--- src/robot_pose_kalman_filter_top_assert.svh ---
// Assertion macros for the pose filter. Each macro expects clk and rst_n in scope.
`ifndef ROBOT_POSE_KALMAN_FILTER_TOP_ASSERT_SVH
`define ROBOT_POSE_KALMAN_FILTER_TOP_ASSERT_SVH

// Same-cycle implication, checked outside reset.
`define RPKF_ASSERT_NOW(lbl, ante, cons, msg) \
  lbl: assert property (@(posedge clk) disable iff (!rst_n) (ante) |-> (cons)) \
    else $error(msg);

// Next-cycle implication, checked outside reset.
`define RPKF_ASSERT_NEXT(lbl, ante, cons, msg) \
  lbl: assert property (@(posedge clk) disable iff (!rst_n) (ante) |=> (cons)) \
    else $error(msg);

`endif

--- src/rpkf_pkg.sv ---
package rpkf_pkg;

  localparam int POS_FRAC_BITS_DEF  = 8;
  localparam int TRIG_FRAC_BITS_DEF = 14;
  localparam int COV_FRAC_BITS_DEF  = 16;
  localparam int QUEUE_DEPTH_DEF    = 2;

  localparam int CFG_IDX_W  = 3;
  localparam int CFG_DATA_W = 24;

  // Register indexes on the configuration port.
  localparam logic [CFG_IDX_W-1:0] CFG_HEADING_COS   = 3'd0;
  localparam logic [CFG_IDX_W-1:0] CFG_HEADING_SIN   = 3'd1;
  localparam logic [CFG_IDX_W-1:0] CFG_OFFSET_X      = 3'd2;
  localparam logic [CFG_IDX_W-1:0] CFG_OFFSET_Y      = 3'd3;
  localparam logic [CFG_IDX_W-1:0] CFG_PROCESS_NOISE = 3'd4;
  localparam logic [CFG_IDX_W-1:0] CFG_MEASURE_NOISE = 3'd5;

  localparam logic signed [15:0] HEADING_COS_RST   = 16'sd16384;
  localparam logic signed [15:0] HEADING_SIN_RST   = 16'sd0;
  localparam logic signed [23:0] OFFSET_RST        = 24'sd0;
  localparam logic [15:0]        PROCESS_NOISE_RST = 16'd6554;
  localparam logic [15:0]        MEASURE_NOISE_RST = 16'd655;

  localparam logic signed [63:0] S32_MAX = 64'sd2147483647;
  localparam logic signed [63:0] S32_MIN = -64'sd2147483648;

  typedef struct packed {
    logic signed [15:0] heading_cos;
    logic signed [15:0] heading_sin;
    logic signed [23:0] offset_x;
    logic signed [23:0] offset_y;
    logic [15:0]        process_noise;
    logic [15:0]        measure_noise;
  } rpkf_cfg_t;

  // One transformed position, handed from front to back.
  typedef struct packed {
    logic signed [31:0] gy;
    logic signed [31:0] gx;
  } rpkf_pos_t;

  typedef struct packed {
    logic full;
    logic empty;
  } rpkf_qstat_t;

  // Clamp a wide signed value to the 32-bit range.
  function automatic logic signed [31:0] sat32(input logic signed [63:0] v);
    logic signed [31:0] res;
    priority if (v > S32_MAX) begin
      res = S32_MAX[31:0];
    end else if (v < S32_MIN) begin
      res = S32_MIN[31:0];
    end else begin
      res = v[31:0];
    end
    return res;
  endfunction

endpackage

--- src/rpkf_queue.sv ---
module rpkf_queue #(
  parameter int DEPTH = 2
) (
  input  logic                    clk,
  input  logic                    rst_n,
  input  logic                    push,
  input  rpkf_pkg::rpkf_pos_t     wdata,
  input  logic                    pop,
  output rpkf_pkg::rpkf_pos_t     rdata,
  output rpkf_pkg::rpkf_qstat_t   stat,
  output logic [$clog2(DEPTH+1)-1:0] count
);
  import rpkf_pkg::*;

  localparam int PTR_W = (DEPTH > 1) ? $clog2(DEPTH) : 1;
  localparam int CNT_W = $clog2(DEPTH+1);

  rpkf_pos_t        mem [DEPTH];
  logic [PTR_W-1:0] wr_ptr_r, wr_ptr_nxt, rd_ptr_r, rd_ptr_nxt;
  logic [CNT_W-1:0] cnt_r, cnt_nxt;

  function automatic logic [PTR_W-1:0] ptr_inc(input logic [PTR_W-1:0] p);
    return (p == PTR_W'(DEPTH-1)) ? '0 : p + 1'b1;
  endfunction

  always_comb begin
    wr_ptr_nxt = push ? ptr_inc(wr_ptr_r) : wr_ptr_r;
    rd_ptr_nxt = pop ? ptr_inc(rd_ptr_r) : rd_ptr_r;
    cnt_nxt    = cnt_r + CNT_W'(push) - CNT_W'(pop);
  end

  always_ff @(posedge clk) begin
    if (!rst_n) begin
      wr_ptr_r <= '0;
      rd_ptr_r <= '0;
      cnt_r    <= '0;
    end else begin
      wr_ptr_r <= wr_ptr_nxt;
      rd_ptr_r <= rd_ptr_nxt;
      cnt_r    <= cnt_nxt;
    end
  end

  always_ff @(posedge clk) begin
    if (push) begin
      mem[wr_ptr_r] <= wdata;
    end
  end

  assign rdata      = mem[rd_ptr_r];
  assign stat.full  = (cnt_r == CNT_W'(DEPTH));
  assign stat.empty = (cnt_r == '0);
  assign count      = cnt_r;

endmodule

--- config.mk ---
export PLATFORM = sky130hd
export DESIGN_NAME = rpkf_queue
export DESIGN_NICKNAME = d
export VERILOG_FILES = /design/src/robot_pose_kalman_filter_top_assert.svh /design/src/rpkf_pkg.sv /design/src/rpkf_queue.sv
export SDC_FILE = /design/constraint.sdc
export NUM_CORES = 1
export LEC_CHECK = 0
export BUFFER_PORTS_ARGS = -buffer_cell sky130_fd_sc_hd__buf_4
export CAP_MARGIN = 20
export CORE_MARGIN = 1.5
export CORE_UTILIZATION = 56
export CTS_CLUSTER_SIZE = 12
export DETAILED_ROUTE_END_ITERATION = 12
export MAX_ROUTING_LAYER = met4
export PLACE_DENSITY_LB_ADDON = 0.25
export SLEW_MARGIN = 20
export SYNTH_ARGS = -nofsm -noshare
export SYNTH_HDL_FRONTEND = slang
export SYNTH_SLANG_ARGS = --single-unit
--- constraint.sdc ---
create_clock -name clk -period 6.41 [get_ports clk]
set_input_delay 0.641 -clock clk [delete_from_list [all_inputs] [get_ports clk]]
set_output_delay 0.641 -clock clk [all_outputs]
set_load 0.02 [all_outputs]
**Word level (Yosys, flattened, before mapping)**

Memories as Yosys holds them, arrays and structs flattened. A register that Yosys moved wholly into a read port is not among the register bits.
Cells that the tools add are included.

- Equal/unequal tests: 1
- Mux-type cells: 6
- Reductions and logical operators: 1
- Add/sub/neg operators: 4

Operators by type and width:

| operator | number |
|---|---|
| $mux 1 | 6 |
| $add 1x1->1 const B | 2 |
| $add 2x1->2 | 1 |
| $eq 2x2->1 const B | 1 |
| $logic_not 2->1 | 1 |
| $sub 2x1->2 | 1 |

- RAM bits: 128
- Logic and storage cells: 16
- Output and inout bits: 68
- Input port bits: 68
- Memories: 1
- Bits in registers: 4

Memory list:

| name | words | width | read ports | clocked after memory_dff | write ports | RTL line | text |
|---|---|---|---|---|---|---|---|
| mem | 2 | 64 | 1 | 1 | 1 | rpkf_queue.sv:18 | `rpkf_pos_t mem [DEPTH];` |

**Longest topological paths before layout**

Gate-level depths: netlist (run 1).

- Word-level depth: 4
- Mapped depth: 6
- Gate-level depth less buffers: 6

**Least setup slack after synthesis (run 1)**

OpenSTA, ideal clock, no wires.

- Kind: input to register
- Start point: input port push
- End point: memory mem[0][0] (netlist name) (enable)
- Data required time: 5.915 ns
- Cell stages on the path: 1
- Setup time: 0.495 ns
- Data arrival time: 3.486 ns
- Path slack: 2.429 ns
- Buffers on the path: 0
- Cell sequence: nor2b_1

- Cells in the longest elaborated chain, start to end: 2

RTL lines:

| item | RTL line | text |
|---|---|---|
| start, declared | rpkf_queue.sv:6 | `input logic push,` |
| $mux 1 | rpkf_queue.sv:45 | `if (push) begin` |
| $mux 1 (not written as such) | rpkf_queue.sv:46 | `mem[wr_ptr_r] <= wdata;` |
| end, declared | rpkf_queue.sv:18 |  |

No other way between the ends.

==> qor.txt, run 1 <==
Pleak - 2.73 nW
register bit total from synthesis - 133
Mapped Area - 5150 sq um
Clock Pin Slew Worst Setup and Hold Paths - 60 ps
CP max stage delay - 660 ps
Die H - 98.9 microns
clk buf depth - 2
reg2reg path depth - 2
Setup Fix Bufs, Post-CTS - 0
Crit Path Category - reg2out
post-synthesis simple-gate area fraction - 1.05%
vias in the first global route - 2547
RSZ-0062 raised after global routing - false
CP Launch Type - register
worst slew pin tran - 809 ps
Clock Sinks - 133
Max VDD drop - 258 uV
crit-path cells - buf_4, mux2_2, buf_4
initial antenna violation count - 0
DRC violations left - 7
initial core utilization - 58.4%
H-tree levels - 4
hold endpoint - mem[1][15]$_DFFE_PP_
final hold slack - 321 ps
Via Count - 2491
Syn Nets - 290
Data required, critical path - 5770 ps
IO buf count - 135
relative slew slack - 46.0%
Final Hold Viols - 0
Syn-to-layout area delta - 32.4%
Routed WL - 8.31 mm
grt ovf - 0
Global Route Usage Sum - 18.2%
Sum Neg Setup Slack - 0 ps
I/O pins - 136
CP max FO - 38
slowest CP cell - dfxtp_4
pre-CTS WS - 3860 ps
CTS buffer count - 17
CTS resizes - 0
largest family of logic cells by synthesized area - multiplexers
status - finished with violations
first-pass GRT wire length - 12.5 mm
commonest non-fill, non-tap cell in the layout - buf_4
RD Place Congestion - 0.709
overall power - 2.31 mW
router iterations before antenna repair - 9
final setup vio count - 0
antenna viol nets, final - 0
Fillers - 501
failing checks - DRC
worst skew pair latency - 500 ps
Final Max Slew Viols - 0
largest net degree at the start of global routing - 43
DR vias/cell - 5.07
register area share after synthesis - 76.6%
min Tclk post-route - 3010 ps
synth warn - 0
synthesized area per cell - 23.4 sq um
Cell Rows - 34
CTS tree - built
HP Class - in2reg
mux contribution to synthesized area - 18.4%
core area - 8810 sq um
R2R Path End - mem[1][29]$_DFFE_PP_
Cells after Synth - 220
Max-cap violations - 0
max frequency - 332 MHz
DR iter-0 viols - 100
xor/xnor share of the synthesized area - 0.608%
hold path depth - 1
CP Capture Type - primary output
cts hold-fix bufs - 0
share of cells above drive strength 1 - 61.4%
Clk Tree Root Cell - clkbuf_8
most used cell, CP - buf_4
Post-Synth Adder-Cell Area - 0.486%
Die W - 98.9 microns
Die Area - 9770 sq um
Worst Path Arrival - 2370 ps
diode count - 0
setup ws final - 3400 ps
delay-heaviest family, CP - buffers and inverters
count of nets after finishing - 440
post-DR wirelength/cell - 16.9 microns
setup slack, reg-to-reg - 4430 ps
Yosys cell types - 14
post-synthesis compound-gate area fraction - 0.146%
hold path start - wdata[15]
Worst R2R Start - wr_ptr_r$_SDFFE_PN0P_
Final period util - 47.0%
leading cell types in the layout, fill and taps excluded - buf_4 (138), edfxtp_1 (128), mux2_4 (60), clkbuf_16 (16)
Clock Skew - 3.86 ps
pwr dens - 339 nW/um^2
CP Buf/Inv Count - 2
## logic make-up (layout without fill, tap and decap cells)
logic type	count (synthesis)	count (layout)
xor gates and xnor gates	2	2
muxes	64	64
DFF	133	133
and+or+nand+nor	9	9
buffers and inverters	9	172
AOI/OAI and AO/OA	1	1
adders and majority gates	2	2
## power breakdown
group | internal [mW] | leakage [nW] | switching (mW)
Combinational | 0.161 | 1.20 | 0.139
Sequential | 1.01 | 1.24 | 0.0224
Clock | 0.642 | 0.288 | 0.337
Total | 1.81 | 2.73 | 0.498
## synthesized netlist by cell type (all sizes together)
cell type  number  area share (%)
o21a            1            0.15
ha              2            0.49
nor2            1           0.073
mux2           64              18
buf             7             2.6
dfxtp           5             1.9
nor2b           4            0.49
xor2            1            0.17
xnor3           1            0.44
and2            4            0.49
inv             2            0.15
edfxtp        128              75
## flip-flops by register name, summed over array words and instances, names as in the netlist, named ones only
| signal | count |
|---|---|
| wr_ptr_r | 1 |
| count | 2 |
| mem | 128 |
| rd_ptr_r | 1 |
## cell type report
cell class / count / area (sq um) / share of cell area [%]
Multi-Input combinational cell: 78 / 1070 / 15.7
Inverter: 2 / 7.51 / 0.110
Clock buffer: 20 / 435 / 6.39
Clock inverter: 12 / 178 / 2.61
Tap cell: 108 / 135 / 1.98
Sequential cell: 133 / 3950 / 58.0
Timing Repair Buffer: 138 / 1040 / 15.2
## per-stage QoR
step                cells  utilization [%]  cell area, sq um
global route          491             77.4              6810
finish                491             77.4              6810
global placement      459             70.4              6200
CTS                   491             77.4              6810
floorplan             220                -              5150
detailed placement    459             70.4              6200
## metal layers
layer	global-route usage (%)	up-vias	part of all wire, %
met4	7.80	0	1.8
met3	6.10	15	5.9
li1	-	1167	-
met5	-	-	0
met1	20.1	1218	40
met2	30.2	91	53
## worst max-delay path by stage
stage	from	to	slack (ps)	depth (start not counted)
2_1_floorplan	push	mem[0][0]$_DFFE_PP_	2430	1
3_3_place_gp	register	rdata[57]	3850	3
3_5_place_dp	register	rdata[63]	3860	3
4_1_cts	register	rdata[56]	3310	3
5_1_grt	register	rdata[63]	3260	3
6_report	register	rdata[56]	3400	3
(Power assumes the default switching activity.)
==> run 2: changes to the inputs <==
--- a/config.mk
+++ b/config.mk
@@ -8,7 +8,7 @@
 export BUFFER_PORTS_ARGS = -buffer_cell sky130_fd_sc_hd__buf_4
 export CAP_MARGIN = 20
 export CORE_MARGIN = 1.5
-export CORE_UTILIZATION = 56
+export CORE_UTILIZATION = 47
 export CTS_CLUSTER_SIZE = 12
 export DETAILED_ROUTE_END_ITERATION = 12
 export MAX_ROUTING_LAYER = met4
==> constraint.sdc (replaced) <==
create_clock -name clk -period 2.5 [get_ports clk]
set_input_delay 0.25 -clock clk [delete_from_list [all_inputs] [get_ports clk]]
set_output_delay 0.25 -clock clk [all_outputs]
set_load 0.02 [all_outputs]
==> run 2 against run 1 <==
The flow now finishes without violations. Utilization is 7.6 points lower. Routed wire length up 10%. Largest cell class unchanged. Flip-flop and latch count unchanged. Sequential power grew to 2.6 times the previous value. First-iteration DRC count fell by 12%. Combinational power rose to 2.9 times the previous value. Total power increased by 150%.
==> qor.txt, run 2 (synthesis gave the netlist of run 1 again) <==
Placed Area - 6320 sq um (+2.0%)
count of nets after finishing - 508 (+15%)
Via Count - 2714 (+9.0%)
cts hold-fix bufs - 65 (+65)
hpwl dp - 5.49 mm
router iterations before antenna repair - 4 (-5)
Reg power frac - 46.3% (+1.7 points)
Crit Path Category - reg2out
H-tree levels - 4 (unchanged)
relative slew slack - 60.2% (+14 points)
setup slack, reg-to-reg - 980 ps (-3450 ps)
DR iter-0 viols - 88 (-12%)
commonest non-fill, non-tap cell in the layout - buf_4
worst slew pin tran - 596 ps (-214 ps)
Sw Pwr - 1.25 mW (+150%)
HP Class - in2reg
first-pass GRT wire length - 13.6 mm (+8.8%)
largest net degree at the start of global routing - 39 (-9.3%)
clk buf depth - 2 (unchanged)
CP max FO - 22 (-42%)
pwr dens - 758 nW/um^2 (+120%)
leading cell types in the layout, fill and taps excluded - buf_4 (136), edfxtp_1 (128), dlygate4sd3_1 (65), mux2_4 (60), clkbuf_16 (16)
Cell Rows - 38 (+12%)
initial antenna violation count - 0 (unchanged)
Die W - 108 microns (+8.9%)
Clk pwr share - 38.1% (-4.3 points)
initial core utilization - 47.9% (-11 points)
worst skew pair latency - 510 ps (about the same)
Final period util - 88.3%
Final Max Slew Viols - 0 (unchanged)
min Tclk post-route - 2210 ps
I/O pins - 136 (unchanged)
IO buf count - 135 (unchanged)
CTS tree - built
Clock Sinks - 133 (unchanged)
max frequency - 453 MHz
CTS resizes - 0 (unchanged)
antenna viol nets, final - 0 (unchanged)
RD Place Congestion - 0.679 (-4.1%)
Setup Fix Bufs, Post-CTS - 0 (unchanged)
Sum Neg Setup Slack - 0 ps (unchanged)
CP Capture Type - primary output
vias in the first global route - 2783 (+9.3%)
final instance area - 7500 sq um (+10%)
Net Sw Frac - 22.0% (+0.40 points)
diode count - 0 (unchanged)
Syn-to-layout area delta - 45.7%
Global Route Usage Sum - 16.7% (-1.5 points)
RSZ-0062 raised after global routing - false
DR vias/cell - 4.59 (-9.5%)
Max-cap violations - 0 (unchanged)
Final Hold Viols - 0 (unchanged)
Power Internal - 4.43 mW (+150%)
CTS buffer count - 17 (unchanged)
Clock Pin Slew Worst Setup and Hold Paths - 50 ps (about the same)
Max VDD drop - 382 uV (+49%)
slowest CP cell - dfxtp_4
Data required, critical path - 2250 ps (-3520 ps)
crit-path cells - buf_4, mux2_2, buf_4
status - completed
CP Buf/Inv Count - 2 (unchanged)
Placed Cells incl. Taps - 494 (+7.6%)
CP max stage delay - 630 ps (-30 ps)
most used cell, CP - buf_4
post-DR wirelength/cell - 15.5 microns (-8.3%)
delay-heaviest family, CP - flip-flops
final setup vio count - 0 (unchanged)
Comb power frac - 15.6% (+2.6 points)
Worst Path Arrival - 1960 ps (-410 ps)
Largest register FFs - 128 (unchanged)
final hold slack - 77.4 ps (-243 ps)
core area - 10700 sq um (+22%)
Die Area - 11600 sq um (+19%)
Non-Filler Instances - 591 (+20%)
Pleak - 3.01 nW (+10%)
DRC violations left - 0 (-7)
grt ovf - 0 (unchanged)
Clock Skew - 9.95 ps (+6.09 ps)
Routed WL - 9.17 mm (+10%)
Clk Tree Root Cell - clkbuf_8
CP Launch Type - register
share of cells above drive strength 1 - 51.7% (-9.7 points)
most flop-heavy register - mem
Die H - 108 microns (+8.9%)
run 2: changes by cell type in the layout (fill, tap and decap cells not counted), sizes merged:
cell | before | now
clkinvlp | 4 | 0
clkinv | 3 | 6
dlygate4sd3 | 0 | 65
clkbuf | 20 | 25
bufinv | 4 | 1
buf | 138 | 141
inv | 3 | 2
run 2: power groups by stage:
| stage | Sequential (mW) | Clock, mW | Combinational [mW] |
|---|---|---|---|
| after floorplan | 2.66 | 0 | 0.509 |
| after global placement | 2.67 | 0 | 0.797 |
| after detailed placement | 2.68 | 0 | 0.806 |
| after CTS | 2.64 | 2.23 | 0.892 |
| after global routing | 2.65 | 2.33 | 0.935 |
| final | 2.63 | 2.17 | 0.884 |
run 2: worst paths after layout:
kind / from / end / cells after the start
hold reg to reg: rd_ptr_r$_SDFFE_PN0P_ / register / 2
setup / recovery: register / rdata[56] / 3
hold / removal: pop / register / 3
setup reg to reg: wr_ptr_r$_SDFFE_PN0P_ / mem[1][49]$_DFFE_PP_ / 2
run 2: per-stage QoR:
step	worst slack [ps]	util (%)	power (mW)
2_1_floorplan	72.2	-	3.17
3_3_place_gp	809	58.9	3.47
3_5_place_dp	795	58.9	3.49
4_1_cts	240	69.8	5.76
5_1_grt	197	69.8	5.91
6_report	293	69.8	5.69
run 2: worst reg2reg max path, cell delays in order (launching register included):
cell and delay, ps:
dfxtp_1 390, and2_4 540, buf_12 280
run 2: routing by layer:
layer  share of wire, %  wire, microns  GRT usage [%]
met2                 51           4640           26.6
met4                1.5            138           7.24
met5                  0              0              -
met3                4.9            452           5.51
met1                 43           3940           19.5
run 2: final cells by class:
| type | instances | area, sq um |
|---|---|---|
| Clock buffer | 25 | 464 |
| Timing Repair Buffer | 206 | 1770 |
| Clock inverter | 7 | 58.8 |
| Fill cell | 696 | 3250 |
| Multi-Input combinational cell | 78 | 1070 |
| Inverter | 2 | 7.51 |
| Tap cell | 140 | 175 |
| Sequential cell | 133 | 3950 |
