<file path="config.mk">
export PLATFORM = sky130hd
export DESIGN_NAME = rpkf_back
export DESIGN_NICKNAME = d
export VERILOG_FILES = /design/src/robot_pose_kalman_filter_top_assert.svh /design/src/rpkf_pkg.sv /design/src/rpkf_back.sv
export SDC_FILE = /design/constraint.sdc
export NUM_CORES = 2
export LEC_CHECK = 0
export BUFFER_PORTS_ARGS = -buffer_cell sky130_fd_sc_hd__buf_2
export CAP_MARGIN = 40
export CORE_MARGIN = 2
export CORE_UTILIZATION = 59
export DETAILED_ROUTE_END_ITERATION = 16
export PLACE_DENSITY = 0.8
export SYNTH_ARGS = -nofsm -noshare
export SYNTH_HDL_FRONTEND = slang
export SYNTH_SLANG_ARGS = --single-unit
</file>
<file path="constraint.sdc">
create_clock -name clk -period 10.44 [get_ports clk]
set_input_delay 2.088 -clock clk [delete_from_list [all_inputs] [get_ports clk]]
set_output_delay 2.088 -clock clk [all_outputs]
set_load 0.01 [all_outputs]
</file>
<file path="src/robot_pose_kalman_filter_top_assert.svh">
// Assertion macros for the pose filter. Each macro expects clk and rst_n in scope.
`ifndef ROBOT_POSE_KALMAN_FILTER_TOP_ASSERT_SVH
`define ROBOT_POSE_KALMAN_FILTER_TOP_ASSERT_SVH

// Same-cycle implication, checked outside reset.
`define RPKF_ASSERT_NOW(lbl, ante, cons, msg) \
  lbl: assert property (@(posedge clk) disable iff (!rst_n) (ante) |-> (cons)) \
    else $error(msg);

// Next-cycle implication, checked outside reset.
`define RPKF_ASSERT_NEXT(lbl, ante, cons, msg) \
  lbl: assert property (@(posedge clk) disable iff (!rst_n) (ante) |=> (cons)) \
    else $error(msg);

`endif

</file>
<file path="src/rpkf_pkg.sv">
package rpkf_pkg;

  localparam int POS_FRAC_BITS_DEF  = 8;
  localparam int TRIG_FRAC_BITS_DEF = 14;
  localparam int COV_FRAC_BITS_DEF  = 16;
  localparam int QUEUE_DEPTH_DEF    = 2;

  localparam int CFG_IDX_W  = 3;
  localparam int CFG_DATA_W = 24;

  // Register indexes on the configuration port.
  localparam logic [CFG_IDX_W-1:0] CFG_HEADING_COS   = 3'd0;
  localparam logic [CFG_IDX_W-1:0] CFG_HEADING_SIN   = 3'd1;
  localparam logic [CFG_IDX_W-1:0] CFG_OFFSET_X      = 3'd2;
  localparam logic [CFG_IDX_W-1:0] CFG_OFFSET_Y      = 3'd3;
  localparam logic [CFG_IDX_W-1:0] CFG_PROCESS_NOISE = 3'd4;
  localparam logic [CFG_IDX_W-1:0] CFG_MEASURE_NOISE = 3'd5;

  localparam logic signed [15:0] HEADING_COS_RST   = 16'sd16384;
  localparam logic signed [15:0] HEADING_SIN_RST   = 16'sd0;
  localparam logic signed [23:0] OFFSET_RST        = 24'sd0;
  localparam logic [15:0]        PROCESS_NOISE_RST = 16'd6554;
  localparam logic [15:0]        MEASURE_NOISE_RST = 16'd655;

  localparam logic signed [63:0] S32_MAX = 64'sd2147483647;
  localparam logic signed [63:0] S32_MIN = -64'sd2147483648;

  typedef struct packed {
    logic signed [15:0] heading_cos;
    logic signed [15:0] heading_sin;
    logic signed [23:0] offset_x;
    logic signed [23:0] offset_y;
    logic [15:0]        process_noise;
    logic [15:0]        measure_noise;
  } rpkf_cfg_t;

  // One transformed position, handed from front to back.
  typedef struct packed {
    logic signed [31:0] gy;
    logic signed [31:0] gx;
  } rpkf_pos_t;

  typedef struct packed {
    logic full;
    logic empty;
  } rpkf_qstat_t;

  // Clamp a wide signed value to the 32-bit range.
  function automatic logic signed [31:0] sat32(input logic signed [63:0] v);
    logic signed [31:0] res;
    priority if (v > S32_MAX) begin
      res = S32_MAX[31:0];
    end else if (v < S32_MIN) begin
      res = S32_MIN[31:0];
    end else begin
      res = v[31:0];
    end
    return res;
  endfunction

endpackage

</file>
<file path="src/rpkf_back.sv">
module rpkf_back #(
  parameter int POS_FRAC_BITS = 8,
  parameter int COV_FRAC_BITS = 16
) (
  input  logic                  clk,
  input  logic                  rst_n,
  input  rpkf_pkg::rpkf_cfg_t   cfg,
  input  rpkf_pkg::rpkf_pos_t   q_rdata,
  input  rpkf_pkg::rpkf_qstat_t q_stat,
  output logic                  q_pop,
  output logic                  out_tvalid,
  input  logic                  out_tready,
  output logic [127:0]          out_tdata
);
  import rpkf_pkg::*;

  localparam int CF    = COV_FRAC_BITS;
  localparam int CNT_W = $clog2(CF+1);
  localparam int PX_W  = 33 + CF + 2;
  localparam int PP_W  = 2*CF + 2;
  localparam logic [CF:0] ONE     = (CF+1)'(1) << CF;
  localparam logic [CF:0] COV_MAX = '1;

  typedef enum logic [3:0] {
    ST_IDLE = 4'b0001,
    ST_DIV  = 4'b0010,
    ST_MUL  = 4'b0100,
    ST_UPD  = 4'b1000
  } rpkf_state_t;

  rpkf_state_t        state_r, state_nxt;
  logic               started_r, started_nxt;
  logic [CF:0]        p_r, p_nxt;
  logic               out_v_r, out_v_nxt;
  logic signed [31:0] est_x_r, est_x_nxt, est_y_r, est_y_nxt;
  logic signed [31:0] gx_r, gx_nxt, gy_r, gy_nxt;
  logic [CF:0]        pp_r, pp_nxt;
  logic [CF+1:0]      den_r, den_nxt, rem_r, rem_nxt;
  logic [CF:0]        quo_r, quo_nxt;
  logic [CNT_W-1:0]   cnt_r, cnt_nxt;
  logic signed [PX_W-1:0] prod_x_r, prod_x_nxt, prod_y_r, prod_y_nxt;
  logic [PP_W-1:0]    prod_p_r, prod_p_nxt;
  logic [127:0]       odata_r, odata_nxt;

  logic [CF+15:0]     q_ext, r_ext;
  logic [CF-1:0]      q_al, r_al;
  logic [CF+1:0]      pp_sum;
  logic [CF:0]        pp_now;
  logic [CF+2:0]      rem2, rem_diff;
  logic               rem_ge;
  logic signed [32:0] res_x, res_y;
  logic signed [63:0] new_x, new_y;
  logic [CF+1:0]      p_shift;
  logic               slot_free;

  // Align q and r to the covariance fraction width.
  assign q_ext = {cfg.process_noise, {CF{1'b0}}};
  assign r_ext = {cfg.measure_noise, {CF{1'b0}}};
  assign q_al  = q_ext[CF+15:16];
  assign r_al  = r_ext[CF+15:16];

  assign pp_sum  = {1'b0, p_r} + (CF+2)'(q_al);
  assign pp_now  = pp_sum[CF+1] ? COV_MAX : pp_sum[CF:0];

  assign rem2     = {rem_r, 1'b0};
  assign rem_diff = rem2 - {1'b0, den_r};
  assign rem_ge   = (rem2 >= {1'b0, den_r});

  assign res_x = 33'(gx_r) - 33'(est_x_r);
  assign res_y = 33'(gy_r) - 33'(est_y_r);
  assign new_x = 64'(est_x_r) + 64'(prod_x_r >>> CF);
  assign new_y = 64'(est_y_r) + 64'(prod_y_r >>> CF);
  assign p_shift = prod_p_r[PP_W-1:CF];

  assign slot_free = !out_v_r || out_tready;
  assign q_pop     = (state_r == ST_IDLE) && !q_stat.empty;

  always_comb begin
    state_nxt   = state_r;
    started_nxt = started_r;
    p_nxt       = p_r;
    out_v_nxt   = out_v_r && !out_tready;
    est_x_nxt   = est_x_r;
    est_y_nxt   = est_y_r;
    gx_nxt      = gx_r;
    gy_nxt      = gy_r;
    pp_nxt      = pp_r;
    den_nxt     = den_r;
    rem_nxt     = rem_r;
    quo_nxt     = quo_r;
    cnt_nxt     = cnt_r;
    prod_x_nxt  = prod_x_r;
    prod_y_nxt  = prod_y_r;
    prod_p_nxt  = prod_p_r;
    odata_nxt   = odata_r;
    unique case (state_r)
      ST_IDLE: begin
        if (!q_stat.empty) begin
          gx_nxt  = q_rdata.gx;
          gy_nxt  = q_rdata.gy;
          pp_nxt  = pp_now;
          den_nxt = {1'b0, pp_now} + (CF+2)'(r_al);
          rem_nxt = (CF+2)'(pp_now);
          quo_nxt = '0;
          cnt_nxt = CNT_W'(CF);
          if (!started_r) begin
            est_x_nxt   = sat32(64'(cfg.offset_x) <<< POS_FRAC_BITS);
            est_y_nxt   = sat32(64'(cfg.offset_y) <<< POS_FRAC_BITS);
            started_nxt = 1'b1;
          end
          // With r zero the gain is exactly one, or zero when pp is zero too.
          if (r_al == '0) begin
            quo_nxt   = (pp_now == '0) ? '0 : ONE;
            state_nxt = ST_MUL;
          end else begin
            state_nxt = ST_DIV;
          end
        end
      end
      ST_DIV: begin
        rem_nxt = rem_ge ? rem_diff[CF+1:0] : rem2[CF+1:0];
        quo_nxt = {quo_r[CF-1:0], rem_ge};
        cnt_nxt = cnt_r - 1'b1;
        if (cnt_r == CNT_W'(1)) begin
          state_nxt = ST_MUL;
        end
      end
      ST_MUL: begin
        prod_x_nxt = res_x * $signed({1'b0, quo_r});
        prod_y_nxt = res_y * $signed({1'b0, quo_r});
        prod_p_nxt = (ONE - quo_r) * pp_r;
        state_nxt  = ST_UPD;
      end
      ST_UPD: begin
        if (slot_free) begin
          est_x_nxt = sat32(new_x);
          est_y_nxt = sat32(new_y);
          p_nxt     = p_shift[CF+1] ? COV_MAX : p_shift[CF:0];
          odata_nxt = {sat32(new_y), sat32(new_x), gy_r, gx_r};
          out_v_nxt = 1'b1;
          state_nxt = ST_IDLE;
        end
      end
      default: begin
        state_nxt = ST_IDLE;
      end
    endcase
  end

  always_ff @(posedge clk) begin
    if (!rst_n) begin
      state_r   <= ST_IDLE;
      started_r <= 1'b0;
      p_r       <= ONE;
      out_v_r   <= 1'b0;
      est_x_r   <= '0;
      est_y_r   <= '0;
    end else begin
      state_r   <= state_nxt;
      started_r <= started_nxt;
      p_r       <= p_nxt;
      out_v_r   <= out_v_nxt;
      est_x_r   <= est_x_nxt;
      est_y_r   <= est_y_nxt;
    end
  end

  always_ff @(posedge clk) begin
    gx_r     <= gx_nxt;
    gy_r     <= gy_nxt;
    pp_r     <= pp_nxt;
    den_r    <= den_nxt;
    rem_r    <= rem_nxt;
    quo_r    <= quo_nxt;
    cnt_r    <= cnt_nxt;
    prod_x_r <= prod_x_nxt;
    prod_y_r <= prod_y_nxt;
    prod_p_r <= prod_p_nxt;
    odata_r  <= odata_nxt;
  end

  assign out_tvalid = out_v_r;
  assign out_tdata  = odata_r;

endmodule

</file>
Word-level counts from Yosys, hierarchy flattened
Cells that the tools add are included.

Register bits: 490. Output and inout port bits: 130.

$mul: 3. Equal/unequal tests: 9. Order comparisons: 9. Bitwise operators: 1. Reduce and logical (&&, ||, !) cells: 15. Muxes and demuxes: 34. Add/sub/neg operators: 9.

Operators with widths (count): $mux W32 (14); $pmux W32 S2 (2); $mul A33 B18 Y51 (2); $mux W17 (5); $add A32 B35 Y36 (2); $gt A36 B32 Y1 const B (2); $lt A36 B32 Y1 const B (2); $sub A32 B32 Y33 (2); $gt A32 B32 Y1 const B (2); $lt A32 B32 Y1 const B (2); $add A17 B16 Y18 (2); $mux W18 (2); $pmux W18 S2 (1); $mul A18 B18 Y34 (1); $pmux W17 S2 (1); $ge A19 B18 Y1 (1); $sub A17 B17 Y18 const A (1); $sub A18 B18 Y18 (1); $logic_not A17 Y1 (1); $logic_not A16 Y1 (1); $pmux W4 S4 (1); $mux W4 (3); $pmux W5 S2 (1); $ne A2 B2 Y1 const B (4); 17 further kinds (24).

Depth between registers and ports, before layout
Word-level depth: 7. Depth in mapped cells: 39. Gate-level depth less buffers: 38.

Least setup slack after synthesis
No wires, ideal clock.

Kind: register to register. Start: register state_r[2]. End: register state_r[0]. Required time: 9.941 ns. Setup slack: 0.013 ns. Cell stages (with the launch flop): 3. Data arrival time: 9.928 ns. Clock period less this slack: 10.427 ns. Path through: dfxtp_1 > nor4b_1 > o41ai_1.

Longest elaborated chain between the ends: 3. Elaborated cells between the ends (all ways): 9. Classes of those cells: 7 x eq/ne; 1 x mux; 1 x reduce/logical.

RTL lines: from (decl) (RTL line rpkf_back.sv:31) `rpkf_state_t state_r, state_nxt;`; from (signal assigned) (RTL line rpkf_back.sv:159) `state_r <= state_nxt;`; $eq A4 B2 Y1 (tied with other cells) (RTL line rpkf_back.sv:96) `unique case (state_r)`; $ne A2 B2 Y1 (no source line); $reduce_and A3 Y1 (no source line).

Parallel ways exist; a longest one is shown, timed or not. A chain may end at the register's enable or synchronous reset.

Worst setup path in the final report
Start: register gx_r[0]. End: register prod_x_r[50], data pin.

Longest elaborated chain between the ends: 2.

RTL lines: from (decl) (RTL line rpkf_back.sv:36) `logic signed [31:0] gx_r, gx_nxt, gy_r, gy_nxt;`; from (signal assigned) (RTL line rpkf_back.sv:169) `gx_r <= gx_nxt;`; $sub A32 B32 Y33 (RTL line rpkf_back.sv:69) `assign res_x = 33'(gx_r) - 33'(est_x_r);`; $mul A33 B18 Y51 (RTL line rpkf_back.sv:129) `prod_x_nxt = res_x * $signed({1'b0, quo_r});`; to (signal assigned) (RTL line rpkf_back.sv:176) `prod_x_r <= prod_x_nxt;`; to (decl) (RTL line rpkf_back.sv:41) `logic signed [PX_W-1:0] prod_x_r, prod_x_nxt, prod_y_r, prod_y_nxt;`.

No other way between the ends.

==> impl_table.tex <==
\begin{tabular}{lr}
\hline
Metric & Value \\
\hline
\multicolumn{2}{l}{\textbf{Status}} \\
\quad Run status & complete, no violations \\
\multicolumn{2}{l}{\textbf{Critical path}} \\
\quad Standard cell with the maximum stage delay on the critical path & fa\_1 \\
\quad Element type at the critical path start & flip-flop \\
\quad Type of the worst setup path & reg -> reg \\
\quad Endpoint of the worst-slack reg-to-reg timing path & prod\_x\_r[50] \\
\quad Number of buffer and inverter stages on the critical path & 6 \\
\quad Critical Path AT & $\sim$10 ns \\
\quad CP peak stage delay & 0.52 ns \\
\quad Reg-to-reg critical path startpoint & gx\_r[0] \\
\quad Cell mode on critical path & fa\_1 \\
\quad Setup slack of the most critical reg-to-reg path & between 0.4 and 0.5 ns \\
\quad Worst Reg2Reg Path Length in Cells & 37 \\
\quad Setup crit end kind & flip-flop \\
\quad Crit-path leading delay family & adder cells \\
\quad Critical path peak fanout & 8 \\
\quad CP Data Required Time & 10.79 ns \\
\multicolumn{2}{l}{\textbf{Synthesis}} \\
\quad Largest cells by area after synthesis & fa\_1 38\%, edfxtp\_1 15\%, inv\_1 8.9\% \\
\quad Number of synthesized register bits & 442 \\
\quad Share of flip-flops with an asynchronous set or reset after synthesis & 0 \\
\quad Number of cells produced by synthesis & 7700 \\
\quad Count of flip-flops with a built-in enable after synthesis & approximately 360 \\
\quad Post-synth top flop & edfxtp\_1 \\
\quad Most frequently used cell type in the post-synthesis netlist & inv\_1 \\
\quad Post-synthesis cell area & about 73000 um2 \\
\quad Top post-synthesis cells by count & 1727 x inv\_1, 1372 x fa\_1, 1030 x nand2\_1 \\
\quad Yosys top cell by area & fa\_1 \\
\quad Synthesized area per cell & about 9.4 um2 \\
\quad Net count of the mapped netlist & 9756 \\
\quad Share of synthesized area occupied by flip-flops and latches & 0.1706 \\
\quad Synth warnings & 0 \\
\quad Synth top area share & 0.3778 \\
\quad Library cells used by synthesis & 93 \\
\multicolumn{2}{l}{\textbf{STA}} \\
\quad Fin. max-slew vios & 0 \\
\quad Upper clock frequency limit & between 100 and 150 MHz \\
\quad Final setup viols & 0 \\
\quad Clock period minus final worst setup slack & roughly 10 ns \\
\quad Max-slew headroom & 0.3534 \\
\quad Post-route clock skew & between 0.03 and 0.04 ns \\
\quad Period utilization & 0.9545 \\
\quad Final Hold Violating Endpoints & 0 \\
\quad Least-Margin Pin Slew & 0.9699 ns \\
\quad Setup Total Neg Slack & 0 ns \\
\multicolumn{2}{l}{\textbf{Floorplanning}} \\
\quad Number of placement rows & 128 \\
\quad I/O pins & 311 \\
\quad Core Box Area & 122000 um2 \\
\quad Die Y-Extent & 355.0 um \\
\quad Die Area & 126100 um2 \\
\quad Starting density of the core & 0.5958 \\
\quad Die X-Extent & about 360 um \\
\multicolumn{2}{l}{\textbf{Clock network}} \\
\quad CTS HTree Levels & 2 \\
\quad Reg clk slew, reported paths & 0.06 ns \\
\quad Later-pin clock latency in the skew report & 0.62 ns \\
\quad Library cell used as clock root buffer & clkbuf\_16 \\
\quad Clock tree from TritonCTS & done \\
\quad Clock net sink count & 442 \\
\quad Total CTS buffers & 46 \\
\quad CTS hold repair buffers & 0 \\
\quad Maximum root-to-sink buffer count & 3 \\
\multicolumn{2}{l}{\textbf{Finish}} \\
\quad Non-filler cells in the finished layout & 9530 \\
\quad Total area of multi-input combinational cells & 52770 um2 \\
\quad Storage cell area & 12400 um2 \\
\quad Area growth syn-to-layout & 7.236\% \\
\quad Number of filler instances in the final layout & between 9000 and 10000 \\
\quad Ratio of cells with drive above 1 in the final layout & 0.07401 \\
\quad Final Net Count & 9923 \\
\quad Final cell utilization of the core & 0.6389 \\
\multicolumn{2}{l}{\textbf{Route}} \\
\quad First-iteration detailed-routing DRC count & 5276 \\
\quad Number of detailed-routing iterations run before antenna repair & 6 \\
\quad Vias per Instance & 5.735 \\
\quad Total length of routed wires & 193500 um \\
\quad Post-DRT Antenna Nets & 0 \\
\quad Vias after detailed routing & 54650 \\
\quad Total DRC errors in the routed layout & 0 \\
\quad Routed wirelength normalized by instance count & 20.30 um \\
\multicolumn{2}{l}{\textbf{Hold path}} \\
\quad End point of the worst hold path & out\_tdata[0] \\
\quad Min-Delay Startpoint & gx\_r[0] \\
\quad Hold path depth & 0 \\
\quad Worst hold path type & reg -> reg \\
\multicolumn{2}{l}{\textbf{Run}} \\
\quad Max Cap Viol & 0 \\
\multicolumn{2}{l}{\textbf{Placement}} \\
\quad Gpl congestion & 0.9626 \\
\quad HPWL after detailed placement & 152600 um \\
\quad Placed Instances & 9441 \\
\quad Port Buffers & 277 \\
\multicolumn{2}{l}{\textbf{Global route}} \\
\quad Via count of the first global-routing pass & 57200 \\
\quad Largest net degree at the start of global routing & 78 \\
\quad First-pass GRT wire length & about 310000 um \\
\quad Total Routing Usage GR & 0.3133 \\
\quad Sum of overflow across all layers after global routing & 0 \\
\quad Initial antenna violation count & 7 \\
\hline
\end{tabular}
## worst max path at each step
stage	cells past startpoint	start	slack [ns]	end
after floorplan	2	state_r[2]	0.01	state_r[0]
after global placement	37	gx_r[0]	0.25	prod_x_r[50]
after detailed placement	35	gx_r[0]	0.08	prod_x_r[50]
after CTS	35	gx_r[0]	0.06	prod_x_r[50]
after global routing	37	gx_r[0]	-0.03	prod_x_r[50]
final	37	gx_r[0]	0.48	prod_x_r[50]
## area by class of cell
cell class,instances,area share
Multi-Input combinational cell,5222,0.6768
Sequential cell,442,0.1591
Inverter,1728,0.08325
Timing Repair Buffer,427,0.03400
Tap cell,1625,0.02608
Clock buffer,62,0.01703
Clock inverter,23,0.003771
Antenna cell,1,0.00003210
## repair_timing
item / CTS / global route
setup endpoints to repair: 0 / 11
gates resized for setup: 0 / 13
buffers inserted: 0 / 2
## sequential cells by signal, summed over array words and instances, names as in the netlist
name	flops
state_r	4
pp_r	17
est_x_r	32
rem_r	18
prod_y_r	35
gx_r	32
cnt_r	5
gy_r	32
started_r	1
out_tdata	128
den_r	18
p_r	17
quo_r	17
est_y_r	32
prod_x_r	35
prod_p_r	18
out_tvalid	1
## stage by stage
step	instance area, um2	worst slack (ns)	hold WS (ns)
CTS	77880	0.06485	0.4610
global route	77970	-0.02806	0.4716
floorplan	72710	0.01303	0.4264
global placement	76050	0.2527	0.4373
detailed placement	76260	0.07777	0.4460
finish	77970	0.4752	0.4548
## metal layers
metal  track usage  wire length, um
met2        0.4974            89310
met1        0.4354            76640
met3       0.06451            20970
met5             0               13
met4       0.09856             6536
## logic make-up after synthesis
logic type                 after synthesis  synth area share
AOI/OAI and AO/OA                      829           0.07505
xor gates and xnor gates               279           0.03361
adders and majority gates             1875            0.4643
buffers and inverters                 2036            0.1055
DFF                                    442            0.1706
muxes                                    2         0.0002754
and+or+nand+nor                       2237            0.1507
## placed cells by master (no fill, tap or decap), types with 9 or more instances in the layout
cell          n
inv_1      1727
fa_1       1372
nand2_1    1030
and2_1      574
ha_1        503
edfxtp_1    355
buf_2       277
a21oi_1     246
nor2_1      180
xnor2_1     176
o21ai_0     145
buf_4       137
a21o_1      130
xor2_1       96
dfxtp_1      87
nor2b_1      84
nand3_1      84
nor3_1       58
clkbuf_16    51
nand2b_1     36
and3_1       34
o21a_1       34
nand4_1      28
a31oi_1      28
o21bai_1     24
o211ai_1     21
o21ai_1      20
a211oi_1     19
or3_1        18
nand3b_1     17
nor3b_1      17
a31o_2       15
nor4_1       14
or2_2        12
and4_1       11
nand2_2      10
clkbuf_1     10
a21boi_0      9
a32o_1        9
Power is left out: the tool's default activity adds up to more than one toggle a clock period on the data nets, which glitch-free logic cannot reach.
